===== src/rtl/ufod_pkg.sv =====
// ----------------------------------------------------------------------------
// Ultrasonic frame obstacle detector package
// Shared types and constants for the frame detector modules.
// ----------------------------------------------------------------------------
package ufod_pkg;

  localparam int unsigned ByteW     = 8;
  localparam int unsigned PosW      = 5;
  localparam int unsigned ReportW   = 7;
  localparam int unsigned SkipW     = 5;
  localparam int unsigned HoldW     = 3;
  localparam int unsigned CfgIdxW   = 2;

  localparam logic [ByteW-1:0] SyncByte    = 8'h76;
  localparam logic [ByteW-1:0] ZeroByte    = 8'h00;
  localparam logic [PosW-1:0]  LastPos     = 5'd16;
  localparam logic [PosW-1:0]  FirstSumPos = 5'd2;
  localparam logic [PosW-1:0]  LastSumPos  = 5'd15;
  localparam int unsigned      FirstSensor = 4;
  localparam logic [SkipW-1:0] FullSkip    = 5'd16;

  // Reset values of the configuration registers.
  localparam logic               EnabledRst   = 1'b1;
  localparam logic [ByteW-1:0]   ThresholdRst = 8'd20;
  localparam logic [ReportW-1:0] FrontRst     = 7'h1C;

  typedef enum logic [CfgIdxW-1:0] {
    CfgEnabled   = 2'd0,
    CfgThreshold = 2'd1,
    CfgFront     = 2'd2,
    CfgUnused    = 2'd3
  } cfg_idx_e;

  typedef enum logic [1:0] {
    StHeaderBad   = 2'd0,
    StChecksumBad = 2'd1,
    StFrameValid  = 2'd2,
    StDisabled    = 2'd3
  } status_e;

  typedef struct packed {
    logic               enabled;
    logic [ByteW-1:0]   near_threshold;
    logic [ReportW-1:0] front_mask;
  } cfg_t;

  typedef struct packed {
    status_e            frame_status;
    logic [ReportW-1:0] near_mask;
    logic               obstacle_alert;
    logic [SkipW-1:0]   skip_count;
  } result_t;

endpackage


===== src/rtl/ultrasonic_frame_obstacle_detector.sv =====
// ----------------------------------------------------------------------------
// Ultrasonic frame obstacle detector
// Frames the sensor serial stream into 17-word windows and reports one
// status per window, with near mask, obstacle alert and resync skip count.
// ----------------------------------------------------------------------------
// The block takes one received word per clock cycle, and every word goes
// through an input register and then a single frame stage, so the only limit
// on rate is the result register: a window's last word waits in the input
// register while an earlier result has not been taken, and all other words
// keep flowing. A result is registered at the clock edge that accepts its
// last word and stays until out_ready_i takes it; the stage that tracks
// position, header, checksum and near mask runs once per word. After a bad
// header the block silently discards skip_count words before it starts a new
// window, and those discarded words still pass through the input register.
// Configuration writes are always accepted and should only be made while the
// block is idle. Only the low seven bits of the near mask are reported and
// tested against the front mask.
module ultrasonic_frame_obstacle_detector #(
  parameter int unsigned SENSORS   = 7,
  parameter int unsigned ARM_COUNT = 4
) (
  input  logic                          clk_i,
  input  logic                          rst_ni,
  // Configuration write channel.
  input  logic                          cfg_valid_i,
  output logic                          cfg_ready_o,
  input  logic [ufod_pkg::CfgIdxW-1:0]  cfg_index_i,
  input  logic [ufod_pkg::ByteW-1:0]    cfg_data_i,
  // Received word channel.
  input  logic                          in_valid_i,
  output logic                          in_ready_o,
  input  logic [ufod_pkg::ByteW-1:0]    rx_byte_i,
  // Result channel.
  output logic                          out_valid_o,
  input  logic                          out_ready_i,
  output logic [1:0]                    frame_status_o,
  output logic [ufod_pkg::ReportW-1:0]  near_mask_o,
  output logic                          obstacle_alert_o,
  output logic [ufod_pkg::SkipW-1:0]    skip_count_o
);

  ufod_pkg::cfg_t             cfg;
  ufod_pkg::result_t          result;
  logic                       byte_valid;
  logic [ufod_pkg::ByteW-1:0] byte_data;
  logic                       byte_take;

  ufod_cfg_regs u_cfg (
    .clk_i       (clk_i),
    .rst_ni      (rst_ni),
    .cfg_valid_i (cfg_valid_i),
    .cfg_ready_o (cfg_ready_o),
    .cfg_index_i (cfg_index_i),
    .cfg_data_i  (cfg_data_i),
    .cfg_o       (cfg)
  );

  ufod_in_reg u_in (
    .clk_i        (clk_i),
    .rst_ni       (rst_ni),
    .in_valid_i   (in_valid_i),
    .in_ready_o   (in_ready_o),
    .rx_byte_i    (rx_byte_i),
    .byte_valid_o (byte_valid),
    .byte_o       (byte_data),
    .byte_take_i  (byte_take)
  );

  ufod_frame #(
    .SENSORS   (SENSORS),
    .ARM_COUNT (ARM_COUNT)
  ) u_frame (
    .clk_i        (clk_i),
    .rst_ni       (rst_ni),
    .cfg_i        (cfg),
    .byte_valid_i (byte_valid),
    .byte_i       (byte_data),
    .byte_take_o  (byte_take),
    .out_valid_o  (out_valid_o),
    .out_ready_i  (out_ready_i),
    .result_o     (result)
  );

  assign frame_status_o   = result.frame_status;
  assign near_mask_o      = result.near_mask;
  assign obstacle_alert_o = result.obstacle_alert;
  assign skip_count_o     = result.skip_count;

endmodule


===== src/rtl/ufod_cfg_regs.sv =====
// ----------------------------------------------------------------------------
// Configuration registers
// Holds enable, near threshold and front mask, written by index.
// ----------------------------------------------------------------------------
module ufod_cfg_regs (
  input  logic                          clk_i,
  input  logic                          rst_ni,
  input  logic                          cfg_valid_i,
  output logic                          cfg_ready_o,
  input  logic [ufod_pkg::CfgIdxW-1:0]  cfg_index_i,
  input  logic [ufod_pkg::ByteW-1:0]    cfg_data_i,
  output ufod_pkg::cfg_t                cfg_o
);

  ufod_pkg::cfg_t cfg_q, cfg_d;

  assign cfg_ready_o = 1'b1;

  always_comb begin
    cfg_d = cfg_q;
    if (cfg_valid_i) begin
      unique case (ufod_pkg::cfg_idx_e'(cfg_index_i))
        ufod_pkg::CfgEnabled:   cfg_d.enabled        = cfg_data_i[0];
        ufod_pkg::CfgThreshold: cfg_d.near_threshold = cfg_data_i;
        ufod_pkg::CfgFront:     cfg_d.front_mask     = cfg_data_i[ufod_pkg::ReportW-1:0];
        default:                cfg_d                = cfg_q;
      endcase
    end
  end

  always_ff @(posedge clk_i or negedge rst_ni) begin
    if (!rst_ni) begin
      cfg_q.enabled        <= ufod_pkg::EnabledRst;
      cfg_q.near_threshold <= ufod_pkg::ThresholdRst;
      cfg_q.front_mask     <= ufod_pkg::FrontRst;
    end else begin
      cfg_q <= cfg_d;
    end
  end

  assign cfg_o = cfg_q;

endmodule


===== src/rtl/ufod_in_reg.sv =====
// ----------------------------------------------------------------------------
// Input register
// Captures one received word and holds it until the frame stage takes it.
// ----------------------------------------------------------------------------
module ufod_in_reg (
  input  logic                       clk_i,
  input  logic                       rst_ni,
  input  logic                       in_valid_i,
  output logic                       in_ready_o,
  input  logic [ufod_pkg::ByteW-1:0] rx_byte_i,
  output logic                       byte_valid_o,
  output logic [ufod_pkg::ByteW-1:0] byte_o,
  input  logic                       byte_take_i
);

  logic                       valid_q, valid_d;
  logic [ufod_pkg::ByteW-1:0] byte_q;

  // The register refills in the same cycle that the frame stage drains it.
  assign in_ready_o = !valid_q || byte_take_i;

  always_comb begin
    valid_d = valid_q;
    if (in_ready_o) begin
      valid_d = in_valid_i;
    end
  end

  always_ff @(posedge clk_i or negedge rst_ni) begin
    if (!rst_ni) begin
      valid_q <= 1'b0;
    end else begin
      valid_q <= valid_d;
    end
  end

  always_ff @(posedge clk_i) begin
    if (in_ready_o && in_valid_i) begin
      byte_q <= rx_byte_i;
    end
  end

  assign byte_valid_o = valid_q;
  assign byte_o       = byte_q;

endmodule


===== src/rtl/ufod_frame.sv =====
// ----------------------------------------------------------------------------
// Frame stage
// Tracks the window position, header, checksum, near mask, resync search and
// alert holdoff, and registers one result at the last word of each window.
// ----------------------------------------------------------------------------
module ufod_frame #(
  parameter int unsigned SENSORS   = 7,
  parameter int unsigned ARM_COUNT = 4
) (
  input  logic                       clk_i,
  input  logic                       rst_ni,
  input  ufod_pkg::cfg_t             cfg_i,
  input  logic                       byte_valid_i,
  input  logic [ufod_pkg::ByteW-1:0] byte_i,
  output logic                       byte_take_o,
  output logic                       out_valid_o,
  input  logic                       out_ready_i,
  output ufod_pkg::result_t          result_o
);

  localparam logic [ufod_pkg::HoldW-1:0] ArmCnt = ufod_pkg::HoldW'(ARM_COUNT);

  logic [ufod_pkg::PosW-1:0]  pos_q, pos_d;
  logic [ufod_pkg::SkipW-1:0] skip_q, skip_d;
  logic                       hdr1_q, hdr1_d;
  logic                       hdr2_q, hdr2_d;
  logic [ufod_pkg::ByteW-1:0] sum_q, sum_d;
  logic [SENSORS-1:0]         mask_q, mask_d;
  logic [ufod_pkg::PosW-1:0]  pend_q, pend_d;
  logic [ufod_pkg::PosW-1:0]  found_q, found_d;
  logic [ufod_pkg::HoldW-1:0] hold_q, hold_d;
  logic                       out_valid_q, out_valid_d;
  ufod_pkg::result_t          result_q, result_d;

  logic                       emit;
  logic                       last_word;
  logic [SENSORS-1:0]         near_hit;
  logic [ufod_pkg::ReportW-1:0] mask_report;

  // Only the word that closes a window needs room in the result register;
  // every other word, skipped words included, is processed right away.
  assign last_word   = (skip_q == '0) && (pos_q == ufod_pkg::LastPos);
  assign byte_take_o = byte_valid_i && (!out_valid_q || out_ready_i || !last_word);

  // One compare lane per sensor, each tied to its fixed window position.
  for (genvar g = 0; g < SENSORS; g++) begin : g_lane
    assign near_hit[g] = (pos_q == ufod_pkg::PosW'(ufod_pkg::FirstSensor + g))
                         && (byte_i < cfg_i.near_threshold);
  end

  // Only the low report bits of the near mask are shown and tested.
  for (genvar g = 0; g < ufod_pkg::ReportW; g++) begin : g_report
    if (g < SENSORS) begin : g_have
      assign mask_report[g] = mask_q[g];
    end else begin : g_none
      assign mask_report[g] = 1'b0;
    end
  end

  always_comb begin
    pos_d       = pos_q;
    skip_d      = skip_q;
    hdr1_d      = hdr1_q;
    hdr2_d      = hdr2_q;
    sum_d       = sum_q;
    mask_d      = mask_q;
    pend_d      = pend_q;
    found_d     = found_q;
    hold_d      = hold_q;
    emit        = 1'b0;
    result_d    = result_q;
    out_valid_d = out_valid_q && !out_ready_i;

    if (byte_take_o) begin
      if (skip_q != '0) begin
        skip_d = skip_q - 1'b1;
      end else begin
        if (pos_q == '0) begin
          hdr1_d = (byte_i == ufod_pkg::SyncByte);
        end
        if (pos_q == ufod_pkg::PosW'(1)) begin
          hdr2_d = (byte_i == ufod_pkg::ZeroByte);
        end
        if (pos_q >= ufod_pkg::FirstSumPos && pos_q <= ufod_pkg::LastSumPos) begin
          sum_d = sum_q + byte_i;
        end
        mask_d = mask_q | near_hit;

        // Resync search: remember the first sync word that a zero word follows.
        if (pos_q >= ufod_pkg::FirstSumPos && pend_q != '0
            && byte_i == ufod_pkg::ZeroByte && found_q == '0) begin
          found_d = pend_q;
        end
        if (pos_q != '0 && pos_q <= ufod_pkg::LastSumPos
            && byte_i == ufod_pkg::SyncByte) begin
          pend_d = pos_q;
        end else begin
          pend_d = '0;
        end

        if (pos_q != ufod_pkg::LastPos) begin
          pos_d = pos_q + 1'b1;
        end else begin
          emit                    = 1'b1;
          result_d.near_mask      = '0;
          result_d.obstacle_alert = 1'b0;
          result_d.skip_count     = '0;
          if (!(hdr1_q && hdr2_q)) begin
            result_d.frame_status = ufod_pkg::StHeaderBad;
            if (found_d != '0) begin
              result_d.skip_count = found_d;
            end else if (byte_i == ufod_pkg::SyncByte) begin
              result_d.skip_count = ufod_pkg::FullSkip;
            end
            skip_d = result_d.skip_count;
          end else if (!cfg_i.enabled) begin
            result_d.frame_status = ufod_pkg::StDisabled;
          end else if (byte_i != sum_q) begin
            result_d.frame_status = ufod_pkg::StChecksumBad;
          end else begin
            result_d.frame_status = ufod_pkg::StFrameValid;
            result_d.near_mask    = mask_report;
            if ((mask_report & cfg_i.front_mask) != '0 && hold_q == ArmCnt) begin
              result_d.obstacle_alert = 1'b1;
              hold_d                  = '0;
            end
            if (hold_d != ArmCnt) begin
              hold_d = hold_d + 1'b1;
            end
          end
          pos_d       = '0;
          hdr1_d      = 1'b0;
          hdr2_d      = 1'b0;
          sum_d       = '0;
          mask_d      = '0;
          pend_d      = '0;
          found_d     = '0;
          out_valid_d = 1'b1;
        end
      end
    end
  end

  always_ff @(posedge clk_i or negedge rst_ni) begin
    if (!rst_ni) begin
      pos_q       <= '0;
      skip_q      <= '0;
      hdr1_q      <= 1'b0;
      hdr2_q      <= 1'b0;
      sum_q       <= '0;
      mask_q      <= '0;
      pend_q      <= '0;
      found_q     <= '0;
      hold_q      <= ufod_pkg::HoldW'(1);
      out_valid_q <= 1'b0;
    end else begin
      pos_q       <= pos_d;
      skip_q      <= skip_d;
      hdr1_q      <= hdr1_d;
      hdr2_q      <= hdr2_d;
      sum_q       <= sum_d;
      mask_q      <= mask_d;
      pend_q      <= pend_d;
      found_q     <= found_d;
      hold_q      <= hold_d;
      out_valid_q <= out_valid_d;
    end
  end

  always_ff @(posedge clk_i) begin
    if (emit) begin
      result_q <= result_d;
    end
  end

  assign out_valid_o = out_valid_q;
  assign result_o    = result_q;

endmodule


===== config.mk =====
export PLATFORM = sky130hd
export DESIGN_NAME = ultrasonic_frame_obstacle_detector
export DESIGN_NICKNAME = d
export VERILOG_FILES = /design/src/rtl/ufod_pkg.sv /design/src/rtl/ultrasonic_frame_obstacle_detector.sv /design/src/rtl/ufod_cfg_regs.sv /design/src/rtl/ufod_in_reg.sv /design/src/rtl/ufod_frame.sv
export SDC_FILE = /design/constraint.sdc
export NUM_CORES = 1
export LEC_CHECK = 0
export BUFFER_PORTS_ARGS = -buffer_cell sky130_fd_sc_hd__buf_4
export CAP_MARGIN = 20
export CORE_MARGIN = 2
export CORE_UTILIZATION = 60
export DETAILED_ROUTE_END_ITERATION = 7
export GPL_TIMING_DRIVEN = 1
export PLACE_DENSITY_LB_ADDON = 0.05
export REMOVE_ABC_BUFFERS = 1
export SYNTH_ARGS = -nofsm -noshare
export SYNTH_HDL_FRONTEND = slang
export SYNTH_SLANG_ARGS = --single-unit

===== constraint.sdc =====
create_clock -name clk_i -period 3.3 [get_ports clk_i]
set_input_delay 0.165 -clock clk_i [delete_from_list [all_inputs] [get_ports clk_i]]
set_output_delay 0.165 -clock clk_i [all_outputs]
set_load 0.005 [all_outputs]

==> summary.txt <==
Critical path
  • Crit path max-delay family: compound AO/OA/AOI/OAI gates
  • CP Max Fanout: 11
  • Cell breakdown of the critical path: inv_1 > ha_1 > nand4bb_1 > o21ai_0 > nor3_1 > a22o_1
  • Crit-path max cell delay: 940 ps
  • Worst path required time: 3550 ps
  • Crit path kind: flop to flop
  • Slowest CP cell: o21ai_0
  • Arr. time, crit path: 2890 ps
  • Buf/Inv on CP: 1
  • Critical Path End Type: flop
  • Worst Setup Start Kind: flop

Global route
  • Grt ovf: 0
  • Initial antenna violation count: 0
  • Pin count of the biggest net entering global routing: 59
  • Global-route wire length before repair: 15.0 mm
  • GRT Total Usage: 0.260
  • Vias in the first global route: 3135

Placed design
  • Routability cong.: 0.895
  • IO buf count: 39
  • DP Wirelength: 6.46 mm

Timing
  • Final min period: 2640 ps
  • Worst Tran Pin Value: 1050 ps
  • Relative slew slack: 0.294
  • Count of final setup violators: 0
  • Tcrit/Tclk final: 0.800
  • Max Slew Vio Count: 0
  • Setup TNS: 0 ps
  • Final count of hold timing violations: 0
  • Unrepaired setup endpoints after global routing: false
  • Upper clock frequency limit: 379 MHz
  • Final Skew: 9.78 ps

Clock tree
  • Post-CTS Setup Repair Bufs: 0
  • Clk_lat worst skew: 360 ps
  • Root Buffer Master: clkbuf_8
  • CTS tree: done
  • Num Clock Sinks: 81
  • Maximum clock insertion buffer count: 2
  • Clock-pin slew on the worst setup and hold paths: 80 ps
  • Number of CTS-inserted buffers: 9
  • Htree depth: 3

Synth
  • Avg Cell Area, Syn: 11.2 sq um
  • Yosys warnings: 0
  • Sequential element share of the synthesized area: 0.520
  • Ys async rst share: 0.716
  • Commonest register cell after synthesis: dfrtp_1
  • EDFF count, synth: 23
  • Mapped cell area: 0.00414 sq mm
  • Most frequent cell after synthesis: dfrtp_1
  • Synth top area cells: dfrtp_1 (31%), edfxtp_1 (17%), ha_1 (6.7%)
  • Cell count after synthesis: 369
  • Commonest cells in the netlist: dfrtp_1 (51), nand2_1 (28), inv_1 (26), edfxtp_1 (23), ha_1 (22)
  • Flop and latch count out of synthesis: 81
  • Yosys top cell area share: 0.308
  • Synth cell types: 65
  • Cell taking the most area after synthesis: dfrtp_1

Detailed routing
  • Wire per inst: 17.7 um
  • DRT iter0 DRCs: 199
  • DRC: 0
  • Vias: 3035
  • First-pass DRT Iterations: 4
  • Antenna viol nets, final: 0
  • Via density: 6.01
  • WL final: 8.92 mm

Job
  • Max-Cap Viols: 0

Power and ir drop
  • Lkg Pwr: 0.00208 uW
  • PwrDens: 590 mW/mm^2
  • VDD IR max: 396 uV

Floorplanning
  • Die Ht: 87.1 um
  • Initial core utilization: 0.616
  • Top-Level Pins: 41
  • Die outline width: 87.1 um
  • Full die area: 0.00758 sq mm
  • Core area: 0.00672 sq mm
  • # rows: 30

Final layout
  • Layout cell share with drive strength beyond 1: 0.212
  • Final core utilization: 0.709
  • Final net count: 466
  • N_diodes: 0
  • Synthesis-to-layout area growth: 15.1%
  • Fillers: 499

Status
  • Outcome: completed

Worst hold path
  • HP Class: input pin to flop
==> power breakdown <==
part | internal [uW] | switching [uW]
clock network | 296 | 356
registers | 1200 | 161
logic | 380 | 420
total | 1880 | 937
==> per-stage QoR <==
stage / instances / area, sq um / worst slack (ps) / total power [uW] / hold WS (ps)
floorplan: 358 / 4080 / 486 / 1930 / -131
global placement: 480 / 4500 / 878 / 2120 / 275
detailed placement: 480 / 4500 / 699 / 2150 / 283
CTS: 505 / 4760 / 676 / 2820 / 2.74
global route: 505 / 4760 / 417 / 2990 / 11.0
finish: 505 / 4760 / 661 / 2810 / 2.09
==> worst register-to-register path: cells and delay by family (launching register included) <==
kind / cells / cell delay, ps
compound gates: 2 / 1180
fa+ha+maj: 1 / 240
buf+inv: 1 / 140
flops: 1 / 440
simple gates: 2 / 540
==> routing by layer <==
metal,vias to the layer above,global-route usage,wire [um]
met4,0,0.115,144
met2,88,0.415,4270
li1,1463,-,-
met3,16,0.0474,429
met5,-,0,0
met1,1468,0.348,4080
==> cell families after synthesis <==
kind of cell / count (synthesis) / share of synthesized area
flip-flops: 81 / 0.520
AND/OR/NAND/NOR: 121 / 0.163
other: 1 / 0.000906
AO/OA/AOI/OAI: 84 / 0.152
buffers and inverters: 37 / 0.0369
adder cells (fa/ha/maj): 23 / 0.0713
XOR/XNOR: 6 / 0.0127
multiplexers: 16 / 0.0435
==> sequential cells by signal, indices dropped and copies added, names as in the netlist <==
register and cells:
u_frame.hdr1_q 1, u_frame.hdr2_q 1, u_frame.sum_q 8, u_cfg.cfg_o 16, u_in.byte_valid_o 1, u_frame.out_valid_o 1, u_frame.mask_q 7, u_in.byte_o 8
u_frame.hold_q 3, u_frame.result_o 15, u_frame.pos_q 5, u_frame.skip_q 5, u_frame.pend_q 5, u_frame.found_q 5
==> final timing paths <==
kind	from	endpoint	slack (ps)	cells after the start
max	u_frame.pos_q[0]$_DFFE_PN0P_	u_frame.pend_q[3]$_DFFE_PN0P_	660	6
max reg2reg	u_frame.pos_q[0]$_DFFE_PN0P_	u_frame.pend_q[3]$_DFFE_PN0P_	660	6
max in group asynchronous	rst_ni	u_frame.sum_q[6]$_DFFE_PN0P_	2370	2
min	in_valid_i	u_in.byte_valid_o$_DFFE_PN0N_	2	2
min in group asynchronous	rst_ni	u_frame.hold_q[2]$_DFFE_PN0P_	410	2
min reg2reg	u_frame.hold_q[0]$_DFFE_PN1P_	u_frame.hold_q[0]$_DFFE_PN1P_	510	2
==> cell usage in the layout, fill, tap and decap left out, types with 3 or more instances in the layout <==
cell           instances
ha_1                  22
dfrtp_1               51
nor3_1                11
dfstp_2                7
a21oi_1               12
a31oi_1                7
nand2b_1               6
a22o_1                10
clkbuf_8              10
nor2b_1                5
mux2_2                16
dlygate4sd3_1          9
a211oi_1               3
xnor2_1                4
nand4_1                4
o21ai_0               11
and3_1                 3
o21a_1                 4
and2_1                10
a21o_1                 5
inv_1                 26
buf_4                 42
nand2_1               28
edfxtp_1              23
and4_1                 4
o31ai_1               10
nor2_1                19
nand3_1               10
or3_1                  3
==> repair_timing <==
item,CTS,global route
endpoints found under the setup margin,0,0
hold buffers,9,0
hold endpoints to repair,59,0
resized for setup,0,0
==> final cells by class <==
class	instances	area, sq um	share of cell area
Clock inverter	4	28.8	0.00604
Timing Repair Buffer	51	405	0.0851
Tap cell	80	100	0.0210
Inverter	26	97.6	0.0205
Clock buffer	12	145	0.0305
Sequential cell	81	2150	0.452
Multi-Input combinational cell	251	1840	0.385
No activity file was read; power rests on OpenSTA's default activity.
